$ cat src/rtl/core/nrgfe_pkg.sv
// Shared types, constants and codes for the NMEA RMC/GGA field extractor.
package nrgfe_pkg;

  localparam int MaxFieldChars = 16;  // usable range up to 16, as char_pos is 4 bits wide
  localparam int TagLen        = 5;
  localparam int TagIdxW       = 3;
  localparam int QueueDepth    = 2;
  localparam int QueuePtrW     = (QueueDepth > 1) ? $clog2(QueueDepth) : 1;
  localparam int QueueCntW     = $clog2(QueueDepth + 1);

  localparam logic [7:0] CharDollar = 8'h24;
  localparam logic [7:0] CharComma  = 8'h2C;
  localparam logic [7:0] CharStar   = 8'h2A;

  localparam logic [7:0] RmcTag [TagLen] = '{8'h47, 8'h4E, 8'h52, 8'h4D, 8'h43};  // GNRMC
  localparam logic [7:0] GgaTag [TagLen] = '{8'h47, 8'h4E, 8'h47, 8'h47, 8'h41};  // GNGGA

  // Field codes, the GGA satellites field index and counter limits
  localparam logic [3:0] FC_NONE   = 4'd0;
  localparam logic [3:0] FC_TIME   = 4'd1;
  localparam logic [3:0] FC_DATE   = 4'd9;
  localparam logic [3:0] FC_SATS   = 4'd10;
  localparam logic [3:0] GgaSatsField = 4'd7;
  localparam logic [3:0] CommaMax  = 4'd15;
  localparam logic [4:0] FciMax    = 5'd31;

  // Sentence end codes
  localparam logic [1:0] END_NONE = 2'd0;
  localparam logic [1:0] END_RMC  = 2'd1;
  localparam logic [1:0] END_GGA  = 2'd2;

  typedef enum logic [1:0] {
    MODE_IDLE = 2'd0,
    MODE_TAG  = 2'd1,
    MODE_RMC  = 2'd2,
    MODE_GGA  = 2'd3
  } parse_mode_t;

  // Classified byte passed from front to back
  typedef struct packed {
    logic [7:0]        ch;
    logic              is_dollar;
    logic              is_comma;
    logic              is_star;
    logic [TagLen-1:0] rmc_hit;
    logic [TagLen-1:0] gga_hit;
  } cls_t;

  typedef struct packed {
    logic       capture_valid;
    logic [3:0] field_code;
    logic [3:0] char_pos;
    logic [7:0] char_value;
    logic [1:0] sentence_end;
  } res_t;

endpackage

$ cat src/rtl/core/nmea_rmc_gga_field_extractor.sv
// Top level of the NMEA RMC/GGA field extractor.
//
// Usage:
//   Input channel: one received ASCII byte per transfer on in_rx_byte, with
//   in_valid/in_stall. Output channel: exactly one result per input byte, on
//   the out_ field ports with out_valid/out_stall.
//   A '$' restarts tag matching against GNRMC and GNGGA. In a matched
//   sentence every character of a field of interest is reported with its
//   field code and position; '*' ends the sentence and is flagged on
//   out_sentence_end. Characters beyond the field length limit are dropped.
//   A byte passes through the queue and then the back end's output register
//   before its result is valid on the out_ ports.
//   Throughput: one byte per cycle while the receiver does not stall.
//   The front end classifies bytes into a two-entry queue; the back end pops
//   it whenever its output register is empty or being taken. If the receiver
//   stalls, the result holds, the queue fills and in_stall rises once full.
//   Reset (synchronous, rst_n low) empties the queue and output register and
//   returns the parser to idle, waiting for '$'.
module nmea_rmc_gga_field_extractor (
  input  logic       clk,
  input  logic       rst_n,
  input  logic       in_valid,
  output logic       in_stall,
  input  logic [7:0] in_rx_byte,
  output logic       out_valid,
  input  logic       out_stall,
  output logic       out_capture_valid,
  output logic [3:0] out_field_code,
  output logic [3:0] out_char_pos,
  output logic [7:0] out_char_value,
  output logic [1:0] out_sentence_end
);
  import nrgfe_pkg::*;

  cls_t front_cls;
  cls_t q_data;
  logic q_full;
  logic q_not_empty;
  logic q_pop;
  res_t res;

  // Classify the incoming byte
  nrgfe_front u_front (
    .rx_byte (in_rx_byte),
    .cls     (front_cls)
  );

  // Hold classified bytes until the back end can take them
  nrgfe_queue u_queue (
    .clk       (clk),
    .rst_n     (rst_n),
    .push      (in_valid),
    .push_data (front_cls),
    .full      (q_full),
    .pop       (q_pop),
    .not_empty (q_not_empty),
    .pop_data  (q_data)
  );

  assign in_stall = q_full;

  // Advance the parser and register one result per byte
  nrgfe_back u_back (
    .clk        (clk),
    .rst_n      (rst_n),
    .item_valid (q_not_empty),
    .item       (q_data),
    .item_pop   (q_pop),
    .res_valid  (out_valid),
    .res_stall  (out_stall),
    .res        (res)
  );

  assign out_capture_valid = res.capture_valid;
  assign out_field_code    = res.field_code;
  assign out_char_pos      = res.char_pos;
  assign out_char_value    = res.char_value;
  assign out_sentence_end  = res.sentence_end;

endmodule

$ cat src/rtl/core/nrgfe_front.sv
// Front end: classify each received byte against delimiters and tag characters.
module nrgfe_front (
  input  logic [7:0]    rx_byte,
  output nrgfe_pkg::cls_t cls
);
  import nrgfe_pkg::*;

  always_comb begin
    cls.ch        = rx_byte;
    cls.is_dollar = (rx_byte == CharDollar);
    cls.is_comma  = (rx_byte == CharComma);
    cls.is_star   = (rx_byte == CharStar);
    for (int i = 0; i < TagLen; i++) begin
      cls.rmc_hit[i] = (rx_byte == RmcTag[i]);
      cls.gga_hit[i] = (rx_byte == GgaTag[i]);
    end
  end

endmodule

$ cat src/rtl/core/nrgfe_queue.sv
// Short queue of classified bytes between front and back.
module nrgfe_queue (
  input  logic            clk,
  input  logic            rst_n,
  input  logic            push,
  input  nrgfe_pkg::cls_t push_data,
  output logic            full,
  input  logic            pop,
  output logic            not_empty,
  output nrgfe_pkg::cls_t pop_data
);
  import nrgfe_pkg::*;

  cls_t                 mem_r [QueueDepth];
  logic [QueuePtrW-1:0] wr_ptr_r, wr_ptr_nxt;
  logic [QueuePtrW-1:0] rd_ptr_r, rd_ptr_nxt;
  logic [QueueCntW-1:0] count_r, count_nxt;
  logic                 do_push, do_pop;

  assign full      = (count_r == QueueCntW'(QueueDepth));
  assign not_empty = (count_r != '0);
  assign do_push   = push && !full;
  assign do_pop    = pop && not_empty;
  assign pop_data  = mem_r[rd_ptr_r];

  // Advance pointers with wrap at the queue depth
  always_comb begin
    wr_ptr_nxt = wr_ptr_r;
    rd_ptr_nxt = rd_ptr_r;
    count_nxt  = count_r;
    if (do_push) begin
      wr_ptr_nxt = (wr_ptr_r == QueuePtrW'(QueueDepth - 1)) ? '0 : wr_ptr_r + 1'b1;
    end
    if (do_pop) begin
      rd_ptr_nxt = (rd_ptr_r == QueuePtrW'(QueueDepth - 1)) ? '0 : rd_ptr_r + 1'b1;
    end
    if (do_push && !do_pop) begin
      count_nxt = count_r + 1'b1;
    end else if (do_pop && !do_push) begin
      count_nxt = count_r - 1'b1;
    end
  end

  always_ff @(posedge clk) begin
    if (!rst_n) begin
      wr_ptr_r <= '0;
      rd_ptr_r <= '0;
      count_r  <= '0;
    end else begin
      wr_ptr_r <= wr_ptr_nxt;
      rd_ptr_r <= rd_ptr_nxt;
      count_r  <= count_nxt;
    end
  end

  always_ff @(posedge clk) begin
    if (do_push) begin
      mem_r[wr_ptr_r] <= push_data;
    end
  end

endmodule

$ cat src/rtl/core/nrgfe_back.sv
// Back end: sentence parser state machine and registered result stage.
module nrgfe_back (
  input  logic            clk,
  input  logic            rst_n,
  input  logic            item_valid,
  input  nrgfe_pkg::cls_t item,
  output logic            item_pop,
  output logic            res_valid,
  input  logic            res_stall,
  output nrgfe_pkg::res_t res
);
  import nrgfe_pkg::*;

  parse_mode_t        mode_r, mode_nxt;
  logic [TagIdxW-1:0] tag_idx_r, tag_idx_nxt;
  logic [1:0]         match_r, match_nxt;
  logic [3:0]         comma_r, comma_nxt;
  logic [4:0]         fci_r, fci_nxt;
  logic               out_valid_r, out_valid_nxt;
  res_t               res_r, res_nxt;
  logic [1:0]         match_upd;
  logic [3:0]         fc;

  assign item_pop  = item_valid && (!out_valid_r || !res_stall);
  assign res_valid = out_valid_r;
  assign res       = res_r;

  always_comb begin
    mode_nxt    = mode_r;
    tag_idx_nxt = tag_idx_r;
    match_nxt   = match_r;
    comma_nxt   = comma_r;
    fci_nxt     = fci_r;
    res_nxt     = res_r;
    match_upd   = '0;
    fc          = FC_NONE;
    out_valid_nxt = out_valid_r && res_stall;

    if (item_pop) begin
      out_valid_nxt = 1'b1;
      res_nxt       = '0;
      if (item.is_dollar) begin
        // Restart tag matching wherever we are
        mode_nxt    = MODE_TAG;
        tag_idx_nxt = '0;
        match_nxt   = 2'b11;
        comma_nxt   = '0;
        fci_nxt     = '0;
      end else begin
        unique case (mode_r)
          MODE_IDLE: begin
          end
          MODE_TAG: begin
            if (tag_idx_r >= TagIdxW'(TagLen)) begin
              mode_nxt = MODE_IDLE;
            end else begin
              match_upd   = match_r & {item.gga_hit[tag_idx_r], item.rmc_hit[tag_idx_r]};
              match_nxt   = match_upd;
              tag_idx_nxt = tag_idx_r + 1'b1;
              if (match_upd == 2'b00) begin
                mode_nxt = MODE_IDLE;
              end else if (tag_idx_r == TagIdxW'(TagLen - 1)) begin
                mode_nxt  = match_upd[0] ? MODE_RMC : MODE_GGA;
                comma_nxt = '0;
                fci_nxt   = '0;
              end
            end
          end
          MODE_RMC, MODE_GGA: begin
            if (item.is_star) begin
              res_nxt.sentence_end = (mode_r == MODE_RMC) ? END_RMC : END_GGA;
              mode_nxt = MODE_IDLE;
            end else if (item.is_comma) begin
              if (comma_r < CommaMax) begin
                comma_nxt = comma_r + 1'b1;
              end
              fci_nxt = '0;
            end else begin
              if (mode_r == MODE_RMC) begin
                if (comma_r >= FC_TIME && comma_r <= FC_DATE) begin
                  fc = comma_r;
                end
              end else if (comma_r == GgaSatsField) begin
                fc = FC_SATS;
              end
              // Drop characters beyond the field length limit
              if (fc != FC_NONE && {1'b0, fci_r} < 6'(MaxFieldChars) && fci_r < FciMax) begin
                res_nxt.capture_valid = 1'b1;
                res_nxt.field_code    = fc;
                res_nxt.char_pos      = fci_r[3:0];
                res_nxt.char_value    = item.ch;
              end
              if (fci_r < FciMax) begin
                fci_nxt = fci_r + 1'b1;
              end
            end
          end
        endcase
      end
    end
  end

  always_ff @(posedge clk) begin
    if (!rst_n) begin
      mode_r      <= MODE_IDLE;
      tag_idx_r   <= '0;
      match_r     <= '0;
      comma_r     <= '0;
      fci_r       <= '0;
      out_valid_r <= 1'b0;
    end else begin
      mode_r      <= mode_nxt;
      tag_idx_r   <= tag_idx_nxt;
      match_r     <= match_nxt;
      comma_r     <= comma_nxt;
      fci_r       <= fci_nxt;
      out_valid_r <= out_valid_nxt;
    end
  end

  always_ff @(posedge clk) begin
    res_r <= res_nxt;
  end

endmodule
$ cat config.mk
export PLATFORM = sky130hd
export DESIGN_NAME = nmea_rmc_gga_field_extractor
export DESIGN_NICKNAME = d
export VERILOG_FILES = /design/src/rtl/core/nrgfe_pkg.sv /design/src/rtl/core/nmea_rmc_gga_field_extractor.sv /design/src/rtl/core/nrgfe_front.sv /design/src/rtl/core/nrgfe_queue.sv /design/src/rtl/core/nrgfe_back.sv
export SDC_FILE = /design/constraint.sdc
export NUM_CORES = 1
export LEC_CHECK = 0
export BUFFER_PORTS_ARGS = -buffer_cell sky130_fd_sc_hd__buf_2
export CAP_MARGIN = 25
export CORE_MARGIN = 2
export CORE_UTILIZATION = 40
export CTS_BUF_LIST = sky130_fd_sc_hd__clkbuf_16
export DETAILED_ROUTE_END_ITERATION = 8
export SETUP_SLACK_MARGIN = 0.02
export SYNTH_ARGS = -nofsm -noshare
export SYNTH_HDL_FRONTEND = slang
export SYNTH_SLANG_ARGS = --single-unit
$ cat constraint.sdc
create_clock -name clk -period 2.2 [get_ports clk]
set_input_delay 0.11 -clock clk [delete_from_list [all_inputs] [get_ports clk]]
set_output_delay 0.11 -clock clk [all_outputs]
set_load 0.02 [all_outputs]
; Word level (Yosys, flattened, before mapping)
; Memory sizes are Yosys's and may differ from the RTL's. A register that Yosys moved wholly into a read port is not among the register bits.
; Cells that the tools add are included.
[classes]
add_sub_neg = 7
order_cmp = 7
eq_ne = 25
mux = 52
n_bitwise = 4
reduce_logical = 29
[op_table]
columns = cell, count
row1 = two-way mux 4 bit, 15
row2 = "== test 8 x 7 -> 1 bit, second input constant", 6
row3 = two-way mux 5 bit, 7
row4 = "== test 8 x 6 -> 1 bit, second input constant", 3
row5 = two-way mux 2 bit, 11
row6 = two-way mux 17 bit, 1
row7 = "!= test 3 bit, second input constant", 5
row8 = "< comparator 5 bit, second input constant", 2
row9 = two-way mux 1 bit, 10
row10 = case mux 5 bit (2 select lines), 1
row11 = logical AND 1 bit, 9
row12 = two-way mux 3 bit, 3
row13 = case mux 4 bit (2 select lines), 1
row14 = AND reduction 8 bit, 1
row15 = AND reduction 7 bit, 1
row16 = binary-select mux 1 bit (select 3 bit), 2
row17 = "== test 2 bit, second input constant", 3
row18 = "!= test 3 x 2 -> 1 bit, second input constant", 2
row19 = nonzero test 2 bit, 3
row20 = "adder 5 x 1 -> 5 bit, second input constant", 1
row21 = logical NOT 1 bit, 5
row22 = "!= test 5 x 2 -> 1 bit, second input constant", 1
row23 = OR reduction 5 bit, 1
row24 = "adder 4 x 1 -> 4 bit, second input constant", 1
row25 = other kinds (26), 29
[word_totals]
regBits = 40
mem_bits_rw = 42
input_bits = 12
output_inout_bits = 21
wordCells = 139
mem_count = 1
[mem_list]
columns = memory, depth, width, rd, rd_clocked_by_memory_dff, write_ports, line
row1 = u_queue.mem_r, 2, 21, 1, 1, 1, nrgfe_queue.sv:14  ; cls_t mem_r [QueueDepth];

; Logic depth before layout (Yosys ltp)
; Gate-level depths: netlist (run 1).
[depth]
word_depth = 14
mapped_depth = 8
ltp_nobuf = 8

; Cells and area by module
; A second synthesis (run 1) with hierarchy kept.
[hier_totals]
hier_cells = 328
hier_area_um2 = 3992.6
[modules_own_cells]
columns = mod, n_inst, cells_each, area_each_um2, seq_area_each_um2
row1 = nrgfe_back, 1, 206, 2004.4, 910.9
row2 = nrgfe_queue, 1, 90, 1744.2, 1361.3
row3 = nrgfe_front, 1, 32, 244.0, 0.0

; Worst setup path after synthesis (run 1)
; No wires, ideal clock.
[synth_timing]
kind = reg2reg
startpoint = register u_back.out_valid_r (netlist: u_back.res_valid)
endpoint = register u_back.fci_r[3]
setup_ns = 0.122
arrival_time_ns = 2.154
required_time_ns = 2.078
path_slack_ns = -0.075
path_stages_with_launch = 8
path_buffers = 0
synth_period_minus_slack_ns = 2.275
path_cell_list = dfxtp_1 nand2_1 o21ai_1 clkinv_1 and4b_1 and3_1 o21ai_0 a21oi_1
[synth_via]
elab_chain_cells = 4
[synth_rtl]
columns = item, line
row1 = start: declaration, nrgfe_back.sv:19  ; logic out_valid_r, out_valid_nxt;
row2 = start signal: assignment, nrgfe_back.sv:117  ; out_valid_r <= out_valid_nxt;
row3 = logical NOT 1 bit, nrgfe_back.sv:24  ; assign item_pop = item_valid && (!out_valid_r || !res_stall);
row4 = logical OR 1 bit, nrgfe_back.sv:24
row5 = logical AND 1 bit, nrgfe_back.sv:24
row6 = via q_pop, nmea_rmc_gga_field_extractor.sv:39  ; logic q_pop;
row7 = AND reduction 7 bit (no source line), -
row8 = end signal: assignment, nrgfe_back.sv:116  ; fci_r <= fci_nxt;
row9 = end: declaration, nrgfe_back.sv:18  ; logic [4:0] fci_r, fci_nxt;
; The timed path passes the listed nets, and every way through them passes these cells.
; A chain may end at the register's enable or synchronous reset.

==> metrics.txt, run 1 <==
IO Pins 33; clk_lat worst skew 0.33 ns; # rows 33; layout cells sized above 1 0.252; wire length per cell 14.7 µm; post-route cell area 4230 µm²; largest net degree at the start of global routing 18; number of fill cells 767; period utilisation layout 0.974; CP arrival 2.36 ns; post-route ant nets 0; Final Max Slew Viols 0; CTS tree done; synth-to-layout area growth 24.0%; dpl cell area 3840 µm²; DRT iter0 DRCs 78; status completed; Post-DP HPWL 4740 µm; # clock sinks 75; Hold WC Path Type input port to register; H-tree level count 3; Logic pwr share 0.295; commonest non-fill, non-tap cell in the layout edfxtp_1; DRT Wirelength 6800 µm; slowest CP cell mux4_2; Peak Freq 467 MHz; Sw Ratio 0.321; Net Count, Synth 315; crit path launch type register; first-pass GRT wire length 11,300 µm; Synth area leader edfxtp_1; initial antenna violation count 0; pre-CTS setup slack -0.0406 ns; Fin. Hold Viols 0; Syn. warnings 0; clock slew at reported path FFs 0.06 ns; Initial Util 0.413; Final nets 372; total grt overflow 0; RSZ-0062 raised after global routing yes; worst setup path category register to register; Port Buffers 32; Final Skew 0.00580 ns; DRT Pass-1 Iters 4; most frequent cells in the layout 53 x edfxtp_1, 36 x nor2_1, 32 x buf_2, 20 x inv_1, 20 x dfxtp_1; die height 96.3 µm; Sw Pwr 1560 µW; flops & latches, synth 75; top cells by area, synth edfxtp_1 47%, dfxtp_1 13%, mux2i_1 4.1%; cts bufs inserted 9; Critical Path, Cell by Cell mux2i_2 -> mux4_2 -> a211o_4 -> a21oi_4 -> nor3_2 -> o311a_1; maximum fanout along the worst path 6; mapped cell area 3410 µm²; Avg Vias per Cell 5.26; Reg power frac 0.410; Clock power frac 0.295; vias in the first global route 2,362; pwr/cell area 1150 nW/µm²; worst-margin pin slew 0.598 ns; n_diodes 0; syn avg cell area 11.6 µm²; top cell type's share of synthesized area 0.467; fin crit period 2.14 ns; Max Cap Violations 0; Pleak 0.00156 µW; Req. time, crit path 2.42 ns; vias 2,429; setup TNS 0 ns; Seq/Total Area, Yosys 0.596; CP Capture Type register; Setup WS post-layout 0.0570 ns; Setup violations, final 0; post-synthesis cell count 295; ys async rst share 0; DIE AREA 9280 µm²; Main synth FF type edfxtp_1; internal power 3300 µW; Total GRT Usage 0.159; Distinct cells, synth 56; Max IR drop VDD 0.560 mV; hold path start in_rx_byte[7]; Post-synth EDFFs 53; slew margin rel. 0.601; slowest stage delay, CP 0.48 ns; RePlAce Congestion 0.795; CTS root buf clkbuf_16; clk buf depth 2; DRC 0; core box area 8260 µm²; die width 96.3 µm
==> metal layers <==
metal | up-vias | global-route usage | part of all wire
met5 | - | 0 | 0
met4 | 0 | 0.0587 | 0.015
met3 | 11 | 0.0415 | 0.029
met2 | 34 | 0.261 | 0.48
met1 | 1171 | 0.202 | 0.47
li1 | 1213 | - | -
==> registers in the layout, indices dropped and copies added, names as in the netlist, named ones only <==
| name | count |
|---|---|
| u_back.res_valid | 1 |
| u_queue.wr_ptr_r | 1 |
| u_back.mode_r | 2 |
| u_back.comma_r | 4 |
| u_queue.rd_ptr_r | 1 |
| u_queue.count_r | 2 |
| u_back.match_r | 2 |
| u_back.res | 19 |
| u_back.fci_r | 5 |
| u_back.tag_idx_r | 3 |
| u_queue.mem_r | 34 |
==> stage by stage <==
stage / instances / utilization / power, µW / hold slack, ns
detailed placement: 445 / 0.465 / 3390 / 0.344
global route: 462 / 0.512 / 5130 / 0.0130
finish: 462 / 0.512 / 4860 / 0.0124
global placement: 445 / 0.465 / 3380 / 0.342
CTS: 462 / 0.504 / 4860 / 0.00560
floorplan: 295 / - / 2900 / 0.209
==> synth_stat cells, drive strengths merged, types with 3 or more instances <==
cell and number:
a21oi 14, a311oi 3, and3 4, buf 4, clkbuf 3, dfxtp 22
edfxtp 53, ha 8, inv 20, mux2 4, mux2i 14, nand2 19
nand2b 4, nand3 9, nor2 36, nor3 7, nor4 4, nor4b 4
o21ai 13, or3 4, xor2 3
==> kinds of logic (layout without fill, tap and decap cells) <==
family | Yosys count | count (layout) | synth area share
flip-flops | 75 | 75 | 0.596
buffers and inverters | 28 | 90 | 0.0341
multiplexers | 19 | 19 | 0.0609
AO/OA/AOI/OAI | 54 | 54 | 0.109
AND/OR/NAND/NOR | 107 | 107 | 0.161
adder cells (fa/ha/maj) | 8 | 8 | 0.0293
XOR/XNOR | 4 | 4 | 0.0103
==> power by group through the flow <==
stage | Clock (µW) | Sequential [µW] | Combinational [µW]
after floorplan | 0 | 2160 | 744
after global placement | 0 | 2000 | 1380
after detailed placement | 0 | 2000 | 1390
after CTS | 1470 | 1970 | 1420
after global routing | 1520 | 2030 | 1580
final | 1430 | 1990 | 1430
==> cell type report <==
cell class	count	area [µm²]	area share
Sequential cell	75	2040	0.482
Multi-Input combinational cell	192	1350	0.320
Timing Repair Buffer	53	333	0.0787
Clock buffer	9	225	0.0533
Tap cell	105	131	0.0311
Inverter	21	80.1	0.0189
Clock inverter	7	68.8	0.0163
==> what timing repair did <==
action	CTS	global route
endpoints found under the hold margin	2	0
hold buffers	1	0
resized for setup	2	19
buffers inserted	0	1
setup endpoints to repair	6	25
pin swaps	2	5
==> path summary, 6_finish.rpt <==
kind	slack, ns	to	cells after the start
worst min register to register	0.49	u_back.res_valid$_SDFF_PN0_	2
worst max-delay path	0.06	u_back.fci_r[2]$_SDFFE_PN0P_	6
worst min-delay path	0.01	u_queue.mem_r[1][20]$_DFFE_PP_	1
worst max register to register	0.06	u_back.fci_r[2]$_SDFFE_PN0P_	6
==> critical path: cells and delay by family, from the launching register on <==
family,cells,cell delay (ns)
DFF,1,0.37
AOI/OAI and AO/OA,3,0.94
muxes,2,0.64
and+or+nand+nor,1,0.07
Power figures use the tool's default switching activity.
==> run 2: changes to the inputs <==
--- a/config.mk
+++ b/config.mk
@@ -5,6 +5,7 @@
 export SDC_FILE = /design/constraint.sdc
 export NUM_CORES = 1
 export LEC_CHECK = 0
+export ABC_AREA = 1
 export BUFFER_PORTS_ARGS = -buffer_cell sky130_fd_sc_hd__buf_2
 export CAP_MARGIN = 25
 export CORE_MARGIN = 2
==> run 2 against run 1 <==
  * Final area rose by 0.98%
  * Power rose by 19%
  * Critical endpoint is now u_back.res[6]$_SDFFCE_PP0P_
  * Largest cell class unchanged
  * Sequential power rose by 13%
==> metrics.txt, run 2 <==
mapped cell area 3640 µm² (was 3410 µm²); post-CTS setup buffers 0 (unchanged); n_diodes 0 (unchanged); wire length per cell 12.7 µm (was 14.7 µm); CTS root buf clkbuf_16 (unchanged); max reg flops 34 (unchanged); number of cells on the critical path 12 (was 6); crit path launch type register (unchanged); hold path start in_rx_byte[0] (was in_rx_byte[7]); worst setup path category register to register (unchanged); Hold WS 0.0230 ns (was 0.0124 ns); sequential cell area 2030 µm² (was 2040 µm²); CTS tree done (unchanged); Critical path origin u_back.comma_r[1]$_SDFFE_PN0P_; Sw Pwr 2230 µW (was 1560 µW); Critical Path, Cell by Cell inv_1 -> ha_1 -> nand2_1 -> inv_1 -> o21ai_1 -> nand2_2 -> a31oi_2 -> nand3_1 -> nor2_2 -> nor2_4 -> inv_4 -> a21oi_1 (was mux2i_2 -> mux4_2 -> a211o_4 -> a21oi_4 -> nor3_2 -> o311a_1); largest net degree at the start of global routing 19 (was 18); register name with the most flops u_queue.mem_r (unchanged); Post-synth EDFFs 53 (unchanged); DRT Wirelength 6820 µm (was 6800 µm); CP Capture Type register (unchanged); Distinct cells, synth 42 (was 56); adder-cell share of the synthesized area 0.0275 (was 0.0293); die width 99.4 µm (was 96.3 µm); top post-synthesis cells by count 79 x nand2_1, 53 x edfxtp_1, 48 x nor2_1, 37 x inv_1, 22 x dfxtp_1 (was 53 x edfxtp_1, 36 x nor2_1, 22 x dfxtp_1, 20 x inv_1, 19 x nand2_1); RSZ-0062 raised after global routing no (was yes); cts bufs inserted 9 (unchanged); worst-margin pin slew 0.509 ns (was 0.598 ns); die height 99.4 µm (was 96.3 µm); synth-to-layout area growth 17.3% (was 24.0%); Total GRT Usage 0.153 (was 0.159); post-route ant nets 0 (unchanged); DRT Pass-1 Iters 4 (unchanged); critical path's top delay family simple AND/OR/NAND/NOR gates (was compound AO/OA/AOI/OAI gates); worst path bufs/invs 3 (was 0); vias in the first global route 2,553 (was 2,362); Avg Vias per Cell 4.84 (was 5.26); simple-gate share of the synthesized area 0.262 (was 0.161); Post-DP HPWL 4930 µm (was 4740 µm); # rows 34 (was 33); cell seen most often among critical-path stages inv_1; fin crit period 1.99 ns (was 2.14 ns); Pleak 0.00177 µW (was 0.00156 µW); top cell type's share of synthesized area 0.437 (was 0.467); mux contribution to synthesized area 0 (was 0.0609); maximum fanout along the worst path 15 (was 6); initial antenna violation count 0 (unchanged); most frequent cells in the layout 79 x nand2_1, 53 x edfxtp_1, 48 x nor2_1, 38 x inv_1, 32 x buf_2 (was 53 x edfxtp_1, 36 x nor2_1, 32 x buf_2, 20 x inv_1, 20 x dfxtp_1); Req. time, crit path 2.28 ns (was 2.42 ns); Max Cap Violations 0 (unchanged); IO Pins 33 (unchanged); Logic pwr share 0.356 (was 0.295); internal power 3530 µW (was 3300 µW); flops & latches, synth 75 (unchanged); Port Buffers 32 (unchanged); status completed (unchanged); slowest CP cell dfxtp_1 (was mux4_2); first-pass GRT wire length 11,900 µm (was 11,300 µm); largest family of logic cells by synthesized area simple AND/OR/NAND/NOR gates (unchanged); # clock sinks 75 (unchanged); Max IR drop VDD 0.493 mV (was 0.560 mV); clk buf depth 2 (unchanged); Final Skew 0.0130 ns (was 0.00580 ns); ys async rst share 0 (unchanged); RePlAce Congestion 0.834 (was 0.795); core box area 8760 µm² (was 8260 µm²); Initial Util 0.415 (was 0.413); worst r2r src u_back.comma_r[1]$_SDFFE_PN0P_; Multi-input gate area 1370 µm² (was 1350 µm²); post-synthesis cell count 374 (was 295); Post-Synth XOR/XNOR Area 0.00481 (was 0.0103); Hold WC Path Type input port to register (unchanged); layout cells sized above 1 0.241 (was 0.252); H-tree level count 3 (unchanged); Reg power frac 0.388 (was 0.410); syn avg cell area 9.73 µm² (was 11.6 µm²); Final Max Slew Viols 0 (unchanged); DIE AREA 9880 µm² (was 9280 µm²); Peak Freq 502 MHz (was 467 MHz); DRC 0 (unchanged); slew margin rel. 0.658 (was 0.601); Syn. warnings 0 (unchanged); clock slew at reported path FFs 0.06 ns (about the same); Seq/Total Area, Yosys 0.558 (was 0.596); worst r2r path cells 12 (was 6); Main synth FF type edfxtp_1 (unchanged); number of fill cells 809 (was 767); CP arrival 2.07 ns (was 2.36 ns); DRT iter0 DRCs 125 (was 78); Min-Delay Path Depth 1 (unchanged); period utilisation layout 0.905 (was 0.974); commonest non-fill, non-tap cell in the layout nand2_1 (was edfxtp_1); Final nets 442 (was 372); clk_lat worst skew 0.34 ns (was 0.33 ns); setup TNS 0 ns (unchanged); count leader, synth nand2_1 (was edfxtp_1); pwr/cell area 1350 nW/µm² (was 1150 nW/µm²); top cells by area, synth edfxtp_1 44%, dfxtp_1 12%, nand2_1 8.1% (was edfxtp_1 47%, dfxtp_1 13%, mux2i_1 4.1%); total grt overflow 0 (unchanged); Sw Ratio 0.386 (was 0.321); vias 2,590 (was 2,429); Synth area leader edfxtp_1 (unchanged); slowest stage delay, CP 0.39 ns (was 0.48 ns); Fin. Hold Viols 0 (unchanged); Clock power frac 0.256 (was 0.295); Net Count, Synth 394 (was 315); post-synthesis compound-gate area fraction 0.0825 (was 0.109); Setup violations, final 0 (unchanged)
run 2: timing repair:
item	in CTS	in global routing
gates resized for setup	0	1
hold buffers	4	0
endpoints found under the hold margin	8	0
endpoints found under the setup margin	0	15
run 2: through the flow:
stage | worst slack (ns) | cells | instance area, µm² | total power (µW) | utilization
finish | 0.208 | 535 | 4270 | 5760 | 0.487
global route | 0.0242 | 535 | 4270 | 6200 | 0.487
CTS | 0.147 | 535 | 4270 | 5810 | 0.487
detailed placement | 0.157 | 515 | 3930 | 4330 | 0.448
global placement | 0.238 | 515 | 3930 | 4310 | 0.448
floorplan | 0.324 | 374 | 3640 | 3790 | -
run 2: cells by family after synthesis:
kind of cell,count (synthesis)
compound gates,45
flops,75
buf+inv,52
simple gates,192
fa+ha+maj,8
xor+xnor,2
run 2: routing by layer:
| layer | routed length, µm | GRT usage | vias to the layer above | part of all wire |
|---|---|---|---|---|
| met3 | 185 | 0.0302 | 9 | 0.027 |
| met4 | 118 | 0.0632 | 0 | 0.017 |
| met5 | 0 | 0 | - | 0 |
| met1 | 3140 | 0.191 | 1187 | 0.46 |
| met2 | 3370 | 0.261 | 41 | 0.49 |
| li1 | - | - | 1353 | - |
run 2: final timing paths:
path,slack (ns),endpoint
max,0.21,u_back.res[6]$_SDFFCE_PP0P_
min,0.02,u_queue.mem_r[0][13]$_DFFE_PP_
max reg2reg,0.21,u_back.res[6]$_SDFFCE_PP0P_
min reg2reg,0.46,u_queue.rd_ptr_r$_SDFFE_PN0P_
run 2: power groups by stage:
| stage | Sequential (µW) | Combinational (µW) | Clock [µW] |
|---|---|---|---|
| after floorplan | 2420 | 1370 | 0 |
| after global placement | 2260 | 2050 | 0 |
| after detailed placement | 2270 | 2060 | 0 |
| after CTS | 2240 | 2080 | 1500 |
| after global routing | 2290 | 2340 | 1570 |
| final | 2240 | 2050 | 1470 |
run 2: cell type report:
cell class              count  share of cell area
flip-flops and latches     75               0.476
repair buffers             42              0.0574
clock buffers               9              0.0528
clock inverters             7              0.0179
inverters                  47              0.0425
multi-input cells         247               0.322
well taps                 108              0.0317
